File: src/sv/b64d_pkg.sv
package b64d_pkg;

    // Alphabet offsets (standard Base64 alphabet)
    localparam logic [7:0] CHAR_UPPER_A = 8'h41;
    localparam logic [7:0] CHAR_UPPER_Z = 8'h5A;
    localparam logic [7:0] CHAR_LOWER_A = 8'h61;
    localparam logic [7:0] CHAR_LOWER_Z = 8'h7A;
    localparam logic [7:0] CHAR_DIGIT_0 = 8'h30;
    localparam logic [7:0] CHAR_DIGIT_9 = 8'h39;
    localparam logic [7:0] CHAR_PLUS    = 8'h2B;
    localparam logic [7:0] CHAR_SLASH   = 8'h2F;

    localparam logic [7:0] LOWER_OFS    = 8'd26;
    localparam logic [7:0] DIGIT_OFS    = 8'd52;
    localparam logic [5:0] SEXTET_PLUS  = 6'd62;
    localparam logic [5:0] SEXTET_SLASH = 6'd63;

    // Depth of the queue between front and back
    localparam int QDEPTH   = 2;
    localparam int QCNT_W   = $clog2(QDEPTH + 1);
    localparam int QPTR_W   = (QDEPTH > 1) ? $clog2(QDEPTH) : 1;

    // Position of the next character within its group of four
    typedef enum logic [1:0] {
        POS_FIRST  = 2'd0,
        POS_SECOND = 2'd1,
        POS_THIRD  = 2'd2,
        POS_FOURTH = 2'd3
    } pos_t;

    // Classified character as it travels from front to back
    typedef struct packed {
        logic [5:0] sextet;   // zero when not in the alphabet
        logic       ok;       // character is in the alphabet
        logic       last;     // final character of the string
    } sym_t;

    // Queue status seen by the neighbours
    typedef struct packed {
        logic              full;
        logic              empty;
        logic [QCNT_W-1:0] count;
    } q_stat_t;

    function automatic sym_t classify(input logic [7:0] ch, input logic last);
        sym_t s;
        s.sextet = 6'd0;
        s.ok     = 1'b1;
        s.last   = last;
        if (ch inside {[CHAR_UPPER_A:CHAR_UPPER_Z]}) begin
            s.sextet = 6'(ch - CHAR_UPPER_A);
        end else if (ch inside {[CHAR_LOWER_A:CHAR_LOWER_Z]}) begin
            s.sextet = 6'(ch - CHAR_LOWER_A + LOWER_OFS);
        end else if (ch inside {[CHAR_DIGIT_0:CHAR_DIGIT_9]}) begin
            s.sextet = 6'(ch - CHAR_DIGIT_0 + DIGIT_OFS);
        end else if (ch == CHAR_PLUS) begin
            s.sextet = SEXTET_PLUS;
        end else if (ch == CHAR_SLASH) begin
            s.sextet = SEXTET_SLASH;
        end else begin
            s.ok = 1'b0;
        end
        return s;
    endfunction

endpackage

File: src/sv/b64d_front.sv
module b64d_front
    import b64d_pkg::*;
(
    input  logic       aclk,
    input  logic       aresetn,
    input  logic       in_valid,
    output logic       in_ready,
    input  logic [7:0] char_code,
    input  logic       last_char,
    output logic       sym_valid,
    input  logic       sym_ready,
    output sym_t       sym
);

    logic valid_reg, valid_next;
    sym_t sym_reg;

    // stage empties or drains in the same cycle
    assign in_ready   = !valid_reg || sym_ready;
    assign valid_next = in_valid ? 1'b1 : (valid_reg && !sym_ready);

    always_ff @(posedge aclk) begin
        if (!aresetn) begin
            valid_reg <= 1'b0;
        end else if (in_ready) begin
            valid_reg <= valid_next;
        end
    end

    always_ff @(posedge aclk) begin
        if (in_valid && in_ready) begin
            sym_reg <= classify(char_code, last_char);
        end
    end

    assign sym_valid = valid_reg;
    assign sym       = sym_reg;

endmodule

File: src/sv/b64d_fifo.sv
module b64d_fifo
    import b64d_pkg::*;
(
    input  logic    aclk,
    input  logic    aresetn,
    input  logic    wr_en,
    input  sym_t    wr_data,
    input  logic    rd_en,
    output sym_t    rd_data,
    output q_stat_t stat
);

    sym_t              mem [QDEPTH];
    logic [QPTR_W-1:0] wr_ptr_reg, wr_ptr_next;
    logic [QPTR_W-1:0] rd_ptr_reg, rd_ptr_next;
    logic [QCNT_W-1:0] count_reg, count_next;

    always_comb begin
        wr_ptr_next = wr_ptr_reg;
        rd_ptr_next = rd_ptr_reg;
        count_next  = count_reg;
        if (wr_en) begin
            wr_ptr_next = (wr_ptr_reg == QPTR_W'(QDEPTH - 1)) ? '0 : wr_ptr_reg + 1'b1;
        end
        if (rd_en) begin
            rd_ptr_next = (rd_ptr_reg == QPTR_W'(QDEPTH - 1)) ? '0 : rd_ptr_reg + 1'b1;
        end
        if (wr_en && !rd_en) begin
            count_next = count_reg + 1'b1;
        end else if (rd_en && !wr_en) begin
            count_next = count_reg - 1'b1;
        end
    end

    always_ff @(posedge aclk) begin
        if (!aresetn) begin
            wr_ptr_reg <= '0;
            rd_ptr_reg <= '0;
            count_reg  <= '0;
        end else begin
            wr_ptr_reg <= wr_ptr_next;
            rd_ptr_reg <= rd_ptr_next;
            count_reg  <= count_next;
        end
    end

    always_ff @(posedge aclk) begin
        if (wr_en) begin
            mem[wr_ptr_reg] <= wr_data;
        end
    end

    assign rd_data    = mem[rd_ptr_reg];
    assign stat.full  = (count_reg == QCNT_W'(QDEPTH));
    assign stat.empty = (count_reg == '0);
    assign stat.count = count_reg;

endmodule

File: src/sv/b64d_back.sv
module b64d_back
    import b64d_pkg::*;
(
    input  logic       aclk,
    input  logic       aresetn,
    input  logic       sym_valid,
    output logic       sym_take,
    input  sym_t       sym,
    output logic       out_valid,
    input  logic       out_ready,
    output logic [7:0] out_byte,
    output logic       byte_valid,
    output logic       string_end,
    output logic       halted
);

    pos_t       pos_reg, pos_next;
    logic [5:0] prev_reg, prev_next;
    logic       prev_ok_reg, prev_ok_next;
    logic       stop_reg, stop_next;
    logic       stop_now;

    logic       ovalid_reg;
    logic [7:0] obyte_reg, obyte_next;
    logic       ovld_reg, ovld_next;
    logic       oend_reg;
    logic       ohalt_reg;

    // output register frees up in the same cycle it is taken
    assign sym_take = sym_valid && (!ovalid_reg || out_ready);

    // next state
    always_comb begin
        stop_now     = stop_reg;
        pos_next     = pos_reg;
        prev_next    = prev_reg;
        prev_ok_next = prev_ok_reg;
        if (!stop_reg) begin
            case (pos_reg)
                POS_FIRST, POS_SECOND: stop_now = !sym.ok;
                default:               stop_now = 1'b0;
            endcase
            if (!stop_now) begin
                prev_next    = sym.sextet;
                prev_ok_next = sym.ok;
                pos_next     = pos_t'(pos_reg + 2'd1);
            end
        end
        stop_next = stop_now;
        if (sym.last) begin
            stop_next    = 1'b0;
            pos_next     = POS_FIRST;
            prev_next    = 6'd0;
            prev_ok_next = 1'b0;
        end
    end

    // decoded byte
    always_comb begin
        obyte_next = 8'd0;
        ovld_next  = 1'b0;
        if (!stop_reg) begin
            case (pos_reg)
                POS_SECOND: begin
                    ovld_next  = sym.ok;
                    obyte_next = {prev_reg, sym.sextet[5:4]};
                end
                POS_THIRD: begin
                    ovld_next  = sym.ok;
                    obyte_next = {prev_reg[3:0], sym.sextet[5:2]};
                end
                POS_FOURTH: begin
                    ovld_next  = sym.ok && prev_ok_reg;
                    obyte_next = {prev_reg[1:0], sym.sextet};
                end
                default: begin
                    ovld_next  = 1'b0;
                end
            endcase
        end
        if (!ovld_next) begin
            obyte_next = 8'd0;
        end
    end

    always_ff @(posedge aclk) begin
        if (!aresetn) begin
            pos_reg     <= POS_FIRST;
            prev_reg    <= 6'd0;
            prev_ok_reg <= 1'b0;
            stop_reg    <= 1'b0;
            ovalid_reg  <= 1'b0;
        end else begin
            if (sym_take) begin
                pos_reg     <= pos_next;
                prev_reg    <= prev_next;
                prev_ok_reg <= prev_ok_next;
                stop_reg    <= stop_next;
            end
            if (sym_take) begin
                ovalid_reg <= 1'b1;
            end else if (out_ready) begin
                ovalid_reg <= 1'b0;
            end
        end
    end

    always_ff @(posedge aclk) begin
        if (sym_take) begin
            obyte_reg <= obyte_next;
            ovld_reg  <= ovld_next;
            oend_reg  <= sym.last;
            ohalt_reg <= stop_now;
        end
    end

    assign out_valid  = ovalid_reg;
    assign out_byte   = obyte_reg;
    assign byte_valid = ovld_reg;
    assign string_end = oend_reg;
    assign halted     = ohalt_reg;

endmodule

File: src/sv/base64_decoder.sv
// Channel  | Direction | Payload                                   | Framing
// ---------+-----------+-------------------------------------------+--------------------
// s_axis   | in        | tdata[7:0] char_code                      | tlast = last_char
// m_axis   | out       | tdata[7:0] out_byte, tuser = {halted,bv}  | tlast = string_end
//
// One character per cycle sustained while m_axis_tready is high; every character gives
// one output transaction. A character passes the classify register, queue and output
// register. Reset: synchronous, active-low aresetn; clears group position, halt flag,
// queue and valid flags. Stalls: m_axis_tready low fills the output register and then
// the two-entry queue before s_axis_tready drops; the front keeps taking characters
// meanwhile.
module base64_decoder
    import b64d_pkg::*;
(
    input  logic       aclk,
    input  logic       aresetn,
    // input channel
    input  logic       s_axis_tvalid,
    output logic       s_axis_tready,
    input  logic [7:0] s_axis_tdata,   // [7:0] char_code
    input  logic       s_axis_tlast,   // last_char
    // result channel
    output logic       m_axis_tvalid,
    input  logic       m_axis_tready,
    output logic [7:0] m_axis_tdata,   // [7:0] out_byte
    output logic [1:0] m_axis_tuser,   // [0] byte_valid, [1] halted
    output logic       m_axis_tlast    // string_end
);

    // front -> queue
    logic    front_valid;
    sym_t    front_sym;
    // queue -> back
    sym_t    q_sym;
    q_stat_t q_stat;
    logic    back_take;

    logic    byte_valid;
    logic    halted;

    // front: accepts characters and maps them to sextets
    b64d_front u_front (
        .aclk      (aclk),
        .aresetn   (aresetn),
        .in_valid  (s_axis_tvalid),
        .in_ready  (s_axis_tready),
        .char_code (s_axis_tdata),
        .last_char (s_axis_tlast),
        .sym_valid (front_valid),
        .sym_ready (!q_stat.full),
        .sym       (front_sym)
    );

    // short queue so front and back stall independently
    b64d_fifo u_fifo (
        .aclk    (aclk),
        .aresetn (aresetn),
        .wr_en   (front_valid && !q_stat.full),
        .wr_data (front_sym),
        .rd_en   (back_take),
        .rd_data (q_sym),
        .stat    (q_stat)
    );

    // back: group tracking, byte assembly and output register
    b64d_back u_back (
        .aclk       (aclk),
        .aresetn    (aresetn),
        .sym_valid  (!q_stat.empty),
        .sym_take   (back_take),
        .sym        (q_sym),
        .out_valid  (m_axis_tvalid),
        .out_ready  (m_axis_tready),
        .out_byte   (m_axis_tdata),
        .byte_valid (byte_valid),
        .string_end (m_axis_tlast),
        .halted     (halted)
    );

    assign m_axis_tuser = {halted, byte_valid};

`ifndef SYNTHESIS
    // a decoded byte never comes out of a halted string
    a_byte_not_halted: assert property (@(posedge aclk) disable iff (!aresetn)
        (m_axis_tvalid && byte_valid) |-> !halted)
        else $error("byte reported together with halt");

    // suppressed bytes read as zero
    a_idle_byte_zero: assert property (@(posedge aclk) disable iff (!aresetn)
        (m_axis_tvalid && !byte_valid) |-> (m_axis_tdata == 8'd0))
        else $error("non-zero data on suppressed byte");

    // queue occupancy stays within its depth and flags agree
    a_queue_bounds: assert property (@(posedge aclk) disable iff (!aresetn)
        (q_stat.count <= QCNT_W'(QDEPTH)) && !(q_stat.full && q_stat.empty))
        else $error("queue occupancy out of range");

    // the back never pops an empty queue
    a_no_underflow: assert property (@(posedge aclk) disable iff (!aresetn)
        back_take |-> !q_stat.empty)
        else $error("queue read while empty");
`endif

endmodule
File: config.mk
export PLATFORM = sky130hd
export DESIGN_NAME = base64_decoder
export DESIGN_NICKNAME = d
export VERILOG_FILES = /design/src/sv/b64d_pkg.sv /design/src/sv/b64d_front.sv /design/src/sv/b64d_fifo.sv /design/src/sv/b64d_back.sv /design/src/sv/base64_decoder.sv
export SDC_FILE = /design/constraint.sdc
export NUM_CORES = 1
export LEC_CHECK = 0
export BUFFER_PORTS_ARGS = -buffer_cell sky130_fd_sc_hd__buf_2
export CAP_MARGIN = 15
export CORE_ASPECT_RATIO = 1.75
export CORE_UTILIZATION = 58
export CTS_CLUSTER_SIZE = 40
export DETAILED_ROUTE_END_ITERATION = 10
export PLACE_DENSITY_LB_ADDON = 0.08
export REMOVE_ABC_BUFFERS = 1
export SLEW_MARGIN = 20
export SYNTH_ARGS = -nofsm -noshare
export SYNTH_HDL_FRONTEND = slang
export SYNTH_HIERARCHICAL = 1
export SYNTH_SLANG_ARGS = --single-unit
File: constraint.sdc
create_clock -name aclk -period 2.9 [get_ports aclk]
set_input_delay 0.58 -clock aclk [delete_from_list [all_inputs] [get_ports aclk]]
set_output_delay 0.58 -clock aclk [all_outputs]
set_load 0.02 [all_outputs]
==> results.cfg, run 1 <==
[power]
power-per-cell-area_mw_per_mm2 = 719
power_leakage_nw = 1.10
vdd.ir_drop.worst_mv = 0.584
power_w = 0.00206

[drt]
wl_per_cell_um = 17.9
route.detailed.vias_per_inst = 6.25
detail_route.drc_violations = 0
detail_route.iter0.violations = 111
drt-total-wl_mm = 5.31
vias = 1850
final_antenna_net_count = 0
drt-pass1-iter-count = 5

[layout]
fillerInstances = 353
regArea_mm2 = 0.00139
num-nets-final = 272
largest_register_ff_count = 16
final_core_util_pct = 64.9
synthToLayoutAreaGrowth_pct = 7.93
area_taken_by_multi_input_logic_gates_mm2 = 0.00112
n_diodes = 0
final_layout_size_suffix_gt1_share_pct = 21.2

[global_route]
pin_count_of_the_biggest_net_entering_global_routing = 17
grt_use_total_pct = 23.9
grt_first_pass_wirelength_mm = 8.36
antenna_violations_before_repair = 0
number_of_global_route_vias_before_repair = 1868
grt_remaining_overflow = 0

[setup_path]
cp_data_required_time_ns = 2.94
worst_setup_path_end_kind = flop
crit_fanout = 9
setup.worst_path.start_class = input pin
timing_worst_setup_path_type = in -> reg
worst-endpoint-arrival_ns = 2.38

[timing]
totalNegativeSetupSlack_ns = 0
rsz0062_at_grt = no
setup-violations-final = 0
finalWorstPathRequiredPeriod_ns = 2.34
worst-slew-pin-transition_ns = 0.784
timing.max_slew.rel_slack_pct = 47.6
timing.fmax_mhz = 427
period_share_pct = 80.7
report.final.hold_viol_count = 0
drv_slew = 0
fin_worst_skew_ns = 0.0113
hold-worst-slack_ns = 0.438

[floorplanning]
num_rows = 32
fp.coreArea_mm2 = 0.00440
initial_utilization_pct = 60.2
fp.dieArea_mm2 = 0.00485
io_pins = 26
die-width_um = 53.1
dieHeight_um = 91.4

[run]
maxCapViolCount = 0

[synthesis]
synthesis.instances = 222
synth-main-ff-cell = sky130_fd_sc_hd__edfxtp_1
async_reset_ff_share_pct = 0
yosys.cell_types.count = 51
postSynthAreaPerCell_um2 = 11.9
yosys_warnings = 6
synth_edf_count = 35
share_of_synthesized_area_occupied_by_flip_flops_and_latches_pct = 52.5
synth.ff_latch_count = 52
syn-cell-area_mm2 = 0.00265

[outcome]
outcome = finished, final reports clean

[placement]
gp_congestion = 0.844
dp_hpwl_mm = 4.12
placement.io_buffers = 25

[clock_network]
clk_pin_slew_worst_paths_ns = 0.09
cts.hold.buffers_added = 0
cts_tree = yes
number_of_buffers_between_clock_root_and_the_deepest_sink = 2
cts_setup_buffers = 0
tritoncts_num_sinks = 52
ctsHtreeMaxLevel = 2
cts_root_buf = sky130_fd_sc_hd__clkbuf_8
cts_made_buffers = 5
clk-insertion-delay-late_ns = 0.30
cts_resized = 0

[hold_path]
worstHoldPathType = reg -> reg
power by group:
part	switching [W]	internal (W)	leakage, nW	total [W]
sequential	0.0000765	0.000956	0.476	0.00103
combinational	0.000381	0.000249	0.585	0.000630
clock	0.000227	0.000167	0.0378	0.000394
stage by stage:
stage / worst slack [ns] / instance area, um^2 / instances
finish: 0.559 / 2860 / 296
global route: 0.524 / 2860 / 296
CTS: 0.615 / 2860 / 296
detailed placement: 0.293 / 2770 / 288
global placement: 0.377 / 2770 / 288
floorplan: 0.713 / 2570 / 210
path summary, 6_finish.rpt:
check                                start                        endpoint  slack, ns  depth (start not counted)
setup reg to reg                      flop  u_back/pos_reg[0]$_SDFFE_PN0P_       0.94                          5
setup / recovery           s_axis_tdata[2]        u_front/sym[2]$_DFFE_PP_       0.56                          8
hold / removal    u_front/sym[5]$_DFFE_PP_      u_fifo/mem[0][5]$_DFFE_PP_       0.44                          0
hold reg to reg   u_front/sym[5]$_DFFE_PP_      u_fifo/mem[0][5]$_DFFE_PP_       0.44                          0
cells in the final DEF (no fill, tap or decap), drive strengths merged, types with 2 or more instances in the layout:
cell type	n
and3	2
edfxtp	35
nor3	3
ha	15
clkinvlp	2
mux2	9
nor2b	6
nand2	7
xnor2	7
buf	27
nand2b	5
inv	16
o21a	4
nor4	2
nor2	16
a21oi	8
nor3b	2
xor2	5
a22o	8
and2b	2
o22ai	2
and2	8
a211oi	3
o21ai	3
nand3	3
a21boi	2
clkbuf	5
dfxtp	17
a222oi	8
critical path: stages:
cell and delay, ns:
sky130_fd_sc_hd__buf_2 0.19, sky130_fd_sc_hd__inv_1 0.13, sky130_fd_sc_hd__ha_1 0.29, sky130_fd_sc_hd__a21oi_1 0.21, sky130_fd_sc_hd__a311oi_1 0.09, sky130_fd_sc_hd__or4b_4 0.60
sky130_fd_sc_hd__a21oi_1 0.23, sky130_fd_sc_hd__a21oi_2 0.05
area by class of cell:
cell class,count,share of cell area (%)
clock buffers,5,2.41
clock inverters,3,0.656
inverters,16,2.10
multi-input cells,142,39.1
flip-flops and latches,52,48.6
well taps,51,2.23
repair buffers,27,4.90
Yosys cell counts, types with 2 or more instances:
cell type / count / area [um^2]
sky130_fd_sc_hd__mux2_2: 8 / 90.1
sky130_fd_sc_hd__nor2_1: 16 / 60.1
sky130_fd_sc_hd__nand2b_1: 5 / 31.3
sky130_fd_sc_hd__ha_1: 15 / 188
sky130_fd_sc_hd__nand2_1: 7 / 26.3
sky130_fd_sc_hd__buf_4: 2 / 15.0
sky130_fd_sc_hd__nor3_1: 2 / 10.0
sky130_fd_sc_hd__nor2b_1: 6 / 37.5
sky130_fd_sc_hd__o21ai_0: 3 / 15.0
sky130_fd_sc_hd__nand3_1: 3 / 15.0
sky130_fd_sc_hd__edfxtp_1: 35 / 1050
sky130_fd_sc_hd__buf_2: 5 / 25.0
sky130_fd_sc_hd__a21oi_1: 7 / 35.0
sky130_fd_sc_hd__dfxtp_1: 17 / 340
sky130_fd_sc_hd__and2_1: 7 / 43.8
sky130_fd_sc_hd__xnor2_1: 7 / 61.3
sky130_fd_sc_hd__a211oi_1: 3 / 22.5
sky130_fd_sc_hd__buf_6: 3 / 33.8
sky130_fd_sc_hd__and3_1: 2 / 12.5
sky130_fd_sc_hd__o22ai_1: 2 / 12.5
sky130_fd_sc_hd__inv_1: 16 / 60.1
sky130_fd_sc_hd__o21a_1: 4 / 30.0
sky130_fd_sc_hd__a222oi_1: 8 / 80.1
sky130_fd_sc_hd__xor2_1: 5 / 43.8
sky130_fd_sc_hd__a22o_1: 8 / 70.1
cell families (layout without fill, tap and decap cells):
family / after synthesis / after routing / synth area share [%]
compound gates: 46 / 46 / 13.6
xor+xnor: 12 / 12 / 3.97
fa+ha+maj: 15 / 15 / 7.08
buf+inv: 28 / 51 / 5.33
flops: 52 / 52 / 52.5
mux: 9 / 9 / 3.97
simple gates: 60 / 60 / 13.6
metal layers:
layer	track usage (%)	wire, um	vias to the layer above
li1	-	-	847
met2	44.0	2980	84
met3	3.02	195	28
met4	17.8	314	0
met1	22.0	1810	891
met5	0	0	-
No activity file was read; power rests on OpenSTA's default activity.
==> run 2, diff against run 1 <==
--- a/config.mk
+++ b/config.mk
@@ -8,7 +8,7 @@
 export BUFFER_PORTS_ARGS = -buffer_cell sky130_fd_sc_hd__buf_2
 export CAP_MARGIN = 15
 export CORE_ASPECT_RATIO = 1.75
-export CORE_UTILIZATION = 58
+export CORE_UTILIZATION = 53
 export CTS_CLUSTER_SIZE = 40
 export DETAILED_ROUTE_END_ITERATION = 10
 export PLACE_DENSITY_LB_ADDON = 0.08
==> constraint.sdc (replaced) <==
create_clock -name aclk -period 2 [get_ports aclk]
set_input_delay 0.4 -clock aclk [delete_from_list [all_inputs] [get_ports aclk]]
set_output_delay 0.4 -clock aclk [all_outputs]
set_load 0.02 [all_outputs]
==> results.cfg, run 2 (synthesized netlist as in run 1, its figures left out) <==
[layout]
area_taken_by_multi_input_logic_gates_mm2 = 0.00112
fillerInstances = 379
layout_common_cells = sky130_fd_sc_hd__edfxtp_1, sky130_fd_sc_hd__buf_2, sky130_fd_sc_hd__buf_4, sky130_fd_sc_hd__dfxtp_1
n_diodes = 0
final_common_cell = sky130_fd_sc_hd__edfxtp_1
synthToLayoutAreaGrowth_pct = 13.2
final_core_util_pct = 63.2
regArea_mm2 = 0.00139
final_layout_size_suffix_gt1_share_pct = 26.9
num-nets-final = 291
largest_register_ff_count = 16

[setup_path]
worst-endpoint-arrival_ns = 1.88
cp_slowest_stage_delay_ns = 0.59
cp_cell_sequence = buf_2, inv_1, ha_1, a21oi_1, a311oi_1, or4b_4, nor2_1, o22ai_1
worst_setup_path_endpoint = u_front/sym[4]$_DFFE_PP_
timing_worst_setup_path_type = in -> reg
crit-reg2reg-capture = u_fifo/count_reg[1]$_SDFFE_PN0P_
worst-r2r-setup-slack_ns = 0.24
setup.worst_path.start = s_axis_tdata[2]
r2r.worst_path.cells = 5
critical_path.slowest_cell = sky130_fd_sc_hd__or4b_4
cp_data_required_time_ns = 2.04
worst_setup_path_end_kind = flop
r2r_start = u_fifo/count_reg[0]$_SDFFE_PN0P_
crit_fanout = 5
setup.worst_path.start_class = input pin

[drt]
drt-total-wl_mm = 4.81
detail_route.drc_violations = 0
route.detailed.vias_per_inst = 5.73
final_antenna_net_count = 0
detail_route.iter0.violations = 65
drt-pass1-iter-count = 4
vias = 1810
wl_per_cell_um = 15.2

[timing]
post-route-worst-setup-slack_ns = 0.158
report.final.hold_viol_count = 0
drv_slew = 0
finalWorstPathRequiredPeriod_ns = 1.84
timing.fmax_mhz = 543
worst-slew-pin-transition_ns = 0.377
fin_worst_skew_ns = 0.0106
timing.max_slew.rel_slack_pct = 74.8
rsz0062_at_grt = no
setup-violations-final = 0
totalNegativeSetupSlack_ns = 0
hold-worst-slack_ns = 0.278
period_share_pct = 92.1

[clock_network]
cts_tree = yes
clk-insertion-delay-late_ns = 0.30
cts_root_buf = sky130_fd_sc_hd__clkbuf_8
cts_made_buffers = 5
cts.hold.buffers_added = 0
tritoncts_num_sinks = 52
ctsHtreeMaxLevel = 2
clk_pin_slew_worst_paths_ns = 0.08
cts_resized = 0
number_of_buffers_between_clock_root_and_the_deepest_sink = 2
cts_setup_buffers = 0

[global_route]
grt_use_total_pct = 19.1
pin_count_of_the_biggest_net_entering_global_routing = 16
antenna_violations_before_repair = 0
number_of_global_route_vias_before_repair = 1789
grt_first_pass_wirelength_mm = 7.66
grt_remaining_overflow = 0

[floorplanning]
io_pins = 26
die-width_um = 55.5
num_rows = 33
fp.dieArea_mm2 = 0.00530
dieHeight_um = 95.5
fp.coreArea_mm2 = 0.00475
initial_utilization_pct = 55.8

[power]
vdd.ir_drop.worst_mv = 0.633
power_w = 0.00299
power-per-cell-area_mw_per_mm2 = 997
power_leakage_nw = 1.20

[placement]
placement.setup.worst_slack_ns = -0.131
placement.io_buffers = 25
gp_congestion = 0.894
dp_hpwl_mm = 3.78

[outcome]
outcome = finished, final reports clean

[run]
maxCapViolCount = 0

[hold_path]
worstHoldPathType = in -> reg
[run 2: cell types whose count changed in the layout (fill, tap and decap cells not counted), sizes merged]
cell,change
buf,+19
clkinv,+2
clkinvlp,-2
[run 2: worst max-delay path, delay by kind of cell]
family / cells / cell delay (ns)
and+or+nand+nor: 2 / 0.72
buffers and inverters: 2 / 0.18
AOI/OAI and AO/OA: 3 / 0.35
adders and majority gates: 1 / 0.21
[run 2: how the worst min path moves through the flow]
stage	depth (start not counted)	start	to	slack, ns
global route	1	s_axis_tlast	u_front/sym[0]$_DFFE_PP_	0.27
finish	1	s_axis_tlast	u_front/sym[0]$_DFFE_PP_	0.28
CTS	1	s_axis_tlast	u_front/sym[0]$_DFFE_PP_	0.26
detailed placement	0	u_front/sym[7]$_DFFE_PP_	u_fifo/mem[1][7]$_DFFE_PP_	0.44
global placement	0	u_front/sym[7]$_DFFE_PP_	u_fifo/mem[1][7]$_DFFE_PP_	0.42
floorplan	0	u_front/sym[0]$_DFFE_PP_	u_fifo/mem[0][0]$_DFFE_PP_	0.42
[run 2: per-layer routing]
layer | global-route usage (%) | part of all wire (%) | wire length, um
met4 | 15.0 | 5.9 | 284
met1 | 13.9 | 33 | 1580
met5 | 0 | 0 | 0
met3 | 3.26 | 3.3 | 158
met2 | 40.6 | 58 | 2790
[run 2: stage by stage]
step | instance area, um^2 | cells
after CTS | 3000 | 316
after global routing | 3000 | 316
after detailed placement | 2920 | 308
after floorplan | 2570 | 210
final | 3000 | 316
after global placement | 2920 | 308
[run 2: cell type report]
| class | instances | share of cell area, % |
|---|---|---|
| repair buffers | 46 | 9.43 |
| multi-input cells | 142 | 37.3 |
| inverters | 16 | 2.00 |
| flip-flops and latches | 52 | 46.4 |
| well taps | 52 | 2.17 |
| clock buffers | 5 | 2.29 |
| clock inverters | 3 | 0.459 |
[run 2: where the power goes]
group	internal [W]	leakage, nW	switching (W)	total (W)
combinational	0.000414	0.679	0.000550	0.000965
clock	0.000238	0.0453	0.000315	0.000553
sequential	0.00139	0.476	0.0000872	0.00147
==> run 3, diff against run 2 <==
==> constraint.sdc (replaced) <==
create_clock -name aclk -period 1.61 [get_ports aclk]
set_input_delay 0.322 -clock aclk [delete_from_list [all_inputs] [get_ports aclk]]
set_output_delay 0.322 -clock aclk [all_outputs]
set_load 0.02 [all_outputs]
==> results.cfg, run 3 (synthesized netlist as in run 1, its figures left out) <==
[clock_network]
tritoncts_num_sinks = 52
clk-insertion-delay-late_ns = 0.30
cts_tree = yes
cts_root_buf = sky130_fd_sc_hd__clkbuf_8
cts_made_buffers = 5
number_of_buffers_between_clock_root_and_the_deepest_sink = 2
ctsHtreeMaxLevel = 2
clk_pin_slew_worst_paths_ns = 0.09

[timing]
post-route-worst-setup-slack_ns = -0.0397
timing.fmax_mhz = 606
setup-violations-final = 3
finalWorstPathRequiredPeriod_ns = 1.65
timing.max_slew.rel_slack_pct = 76.6
fin_worst_skew_ns = 0.00493
worst-slew-pin-transition_ns = 0.351
totalNegativeSetupSlack_ns = -0.0706
rsz0062_at_grt = yes
report.final.hold_viol_count = 0
period_share_pct = 102
drv_slew = 0

[power]
power-per-cell-area_mw_per_mm2 = 1230
internal_power_w = 0.00300
clock_power_share_pct = 21.5
vdd.ir_drop.worst_mv = 1.00
power_leakage_nw = 1.40
power.net_switching_w = 0.00132
netSwitchingFraction_pct = 30.6
combPwrFrac_pct = 35.7
seq_power_share_pct = 42.8

[setup_path]
worst_path_most_repeated_cell = sky130_fd_sc_hd__a21oi_2
cp_num_buf_inv = 2
worst_setup_path_end_kind = flop
timing_worst_setup_path_type = in -> reg
cp_cell_sequence = buf_6, inv_4, ha_4, a21oi_2, a311oi_2, or4b_4, a21oi_2, a21oi_2
path_delay_family = simple AND/OR/NAND/NOR gates
critical_path.slowest_cell = sky130_fd_sc_hd__or4b_4
setup.worst_path.start_class = input pin
crit_fanout = 5
worst-endpoint-arrival_ns = 1.70
cp_slowest_stage_delay_ns = 0.60
cp_data_required_time_ns = 1.66

[drt]
drt-pass1-iter-count = 5
met2RoutedLength_mm = 3.38
detail_route.drc_violations = 0
detailroute.wirelength.met3_um = 192
vias = 1997
detail_route.iter0.violations = 87
wl_per_cell_um = 16.7
final_antenna_net_count = 0
highest_layer = met4
drt-total-wl_mm = 5.76
route.detailed.vias_per_inst = 5.79
wl_met1_mm = 1.85

[global_route]
grt_remaining_overflow = 0
number_of_global_route_vias_before_repair = 1994
grt_use_total_pct = 21.5
grt_first_pass_wirelength_mm = 8.60
antenna_violations_before_repair = 0
pin_count_of_the_biggest_net_entering_global_routing = 17

[outcome]
failing_checks = negative setup slack
outcome = finished, violations left

[layout]
num-nets-final = 320
largest_register_ff_count = 16
n_diodes = 0
layout_common_cells = sky130_fd_sc_hd__buf_4, sky130_fd_sc_hd__edfxtp_1, sky130_fd_sc_hd__buf_2, sky130_fd_sc_hd__nor2_1, sky130_fd_sc_hd__dfxtp_1
regArea_mm2 = 0.00140
fillerInstances = 319
final_core_util_pct = 73.9
stdcell_area_mm2 = 0.00351
final_layout_size_suffix_gt1_share_pct = 44.7
final_common_cell = sky130_fd_sc_hd__buf_4
area_taken_by_multi_input_logic_gates_mm2 = 0.00127
synthToLayoutAreaGrowth_pct = 32.4

[floorplanning]
initial_utilization_pct = 55.8
dieHeight_um = 95.5
fp.coreArea_mm2 = 0.00475
fp.dieArea_mm2 = 0.00530
io_pins = 26
num_rows = 33
die-width_um = 55.5

[hold_path]
worstHoldPathType = in -> reg

[run]
maxCapViolCount = 0

[placement]
dp_hpwl_mm = 3.97
placed_area_mm2 = 0.00312
placement.io_buffers = 25
gp_congestion = 0.902
==> run 3: cell count changes in the layout (fill, tap and decap cells not counted), sizes merged <==
cell	previous run	this run
bufinv	0	1
clkbuf	5	6
clkinv	3	1
buf	46	75
==> run 3: cell type report <==
| class | count | share of cell area, % |
|---|---|---|
| Multi-Input combinational cell | 142 | 36.2 |
| Tap cell | 52 | 1.85 |
| Clock buffer | 6 | 2.35 |
| Timing Repair Buffer | 75 | 16.5 |
| Inverter | 16 | 2.07 |
| Sequential cell | 52 | 39.9 |
| Clock inverter | 2 | 1.11 |
==> run 3: path summary, 6_finish.rpt <==
path	from	end	slack (ns)	depth (start not counted)
setup reg to reg	u_back/pos_reg[0]$_SDFFE_PN0P_	u_back/out_byte[5]$_SDFFCE_PP0P_	0.03	5
hold / removal	s_axis_tlast	u_front/sym[0]$_DFFE_PP_	0.20	1
hold reg to reg	u_front/sym[5]$_DFFE_PP_	u_fifo/mem[0][5]$_DFFE_PP_	0.45	0
setup / recovery	s_axis_tdata[2]	u_front/sym[2]$_DFFE_PP_	-0.04	8
==> run 3: stage by stage <==
| step | total power [W] | hold slack, ns | cells | setup slack [ns] |
|---|---|---|---|---|
| detailed placement | 0.00323 | 0.434 | 332 | -0.473 |
| global placement | 0.00320 | 0.424 | 332 | -0.413 |
| CTS | 0.00421 | 0.191 | 341 | -0.0227 |
| floorplan | 0.00267 | 0.421 | 210 | -0.319 |
| global route | 0.00452 | 0.195 | 345 | -0.0736 |
| finish | 0.00432 | 0.201 | 345 | -0.0397 |
==> run 3: power by group through the flow <==
stage / Sequential, W / Clock (W) / Combinational, W
6_report: 0.00185 / 0.000931 / 0.00154
3_3_place_gp: 0.00185 / 0 / 0.00135
2_1_floorplan: 0.00199 / 0 / 0.000673
4_1_cts: 0.00184 / 0.000949 / 0.00143
5_1_grt: 0.00187 / 0.000998 / 0.00165
3_5_place_dp: 0.00186 / 0 / 0.00137
==> run 3: repair_timing <==
action / CTS / global route
hold buffers: 0 / 0
resized for setup: 29 / 34
pin swaps: 11 / 11
buffers inserted: 1 / 5
setup endpoints to repair: 17 / 30
==> run 3: worst reg2reg max path, stage by stage (launching register included) <==
cell and delay (ns):
sky130_fd_sc_hd__dfxtp_4 0.37, sky130_fd_sc_hd__buf_4 0.14, sky130_fd_sc_hd__ha_1 0.22, sky130_fd_sc_hd__buf_4 0.17, sky130_fd_sc_hd__a222oi_1 0.37, sky130_fd_sc_hd__nor2_1 0.07
==> run 3: metal layers <==
metal | global-route usage, % | up-vias
met5 | 0 | -
met4 | 16.9 | 0
met3 | 3.93 | 27
met2 | 44.5 | 73
met1 | 16.5 | 950
li1 | - | 947
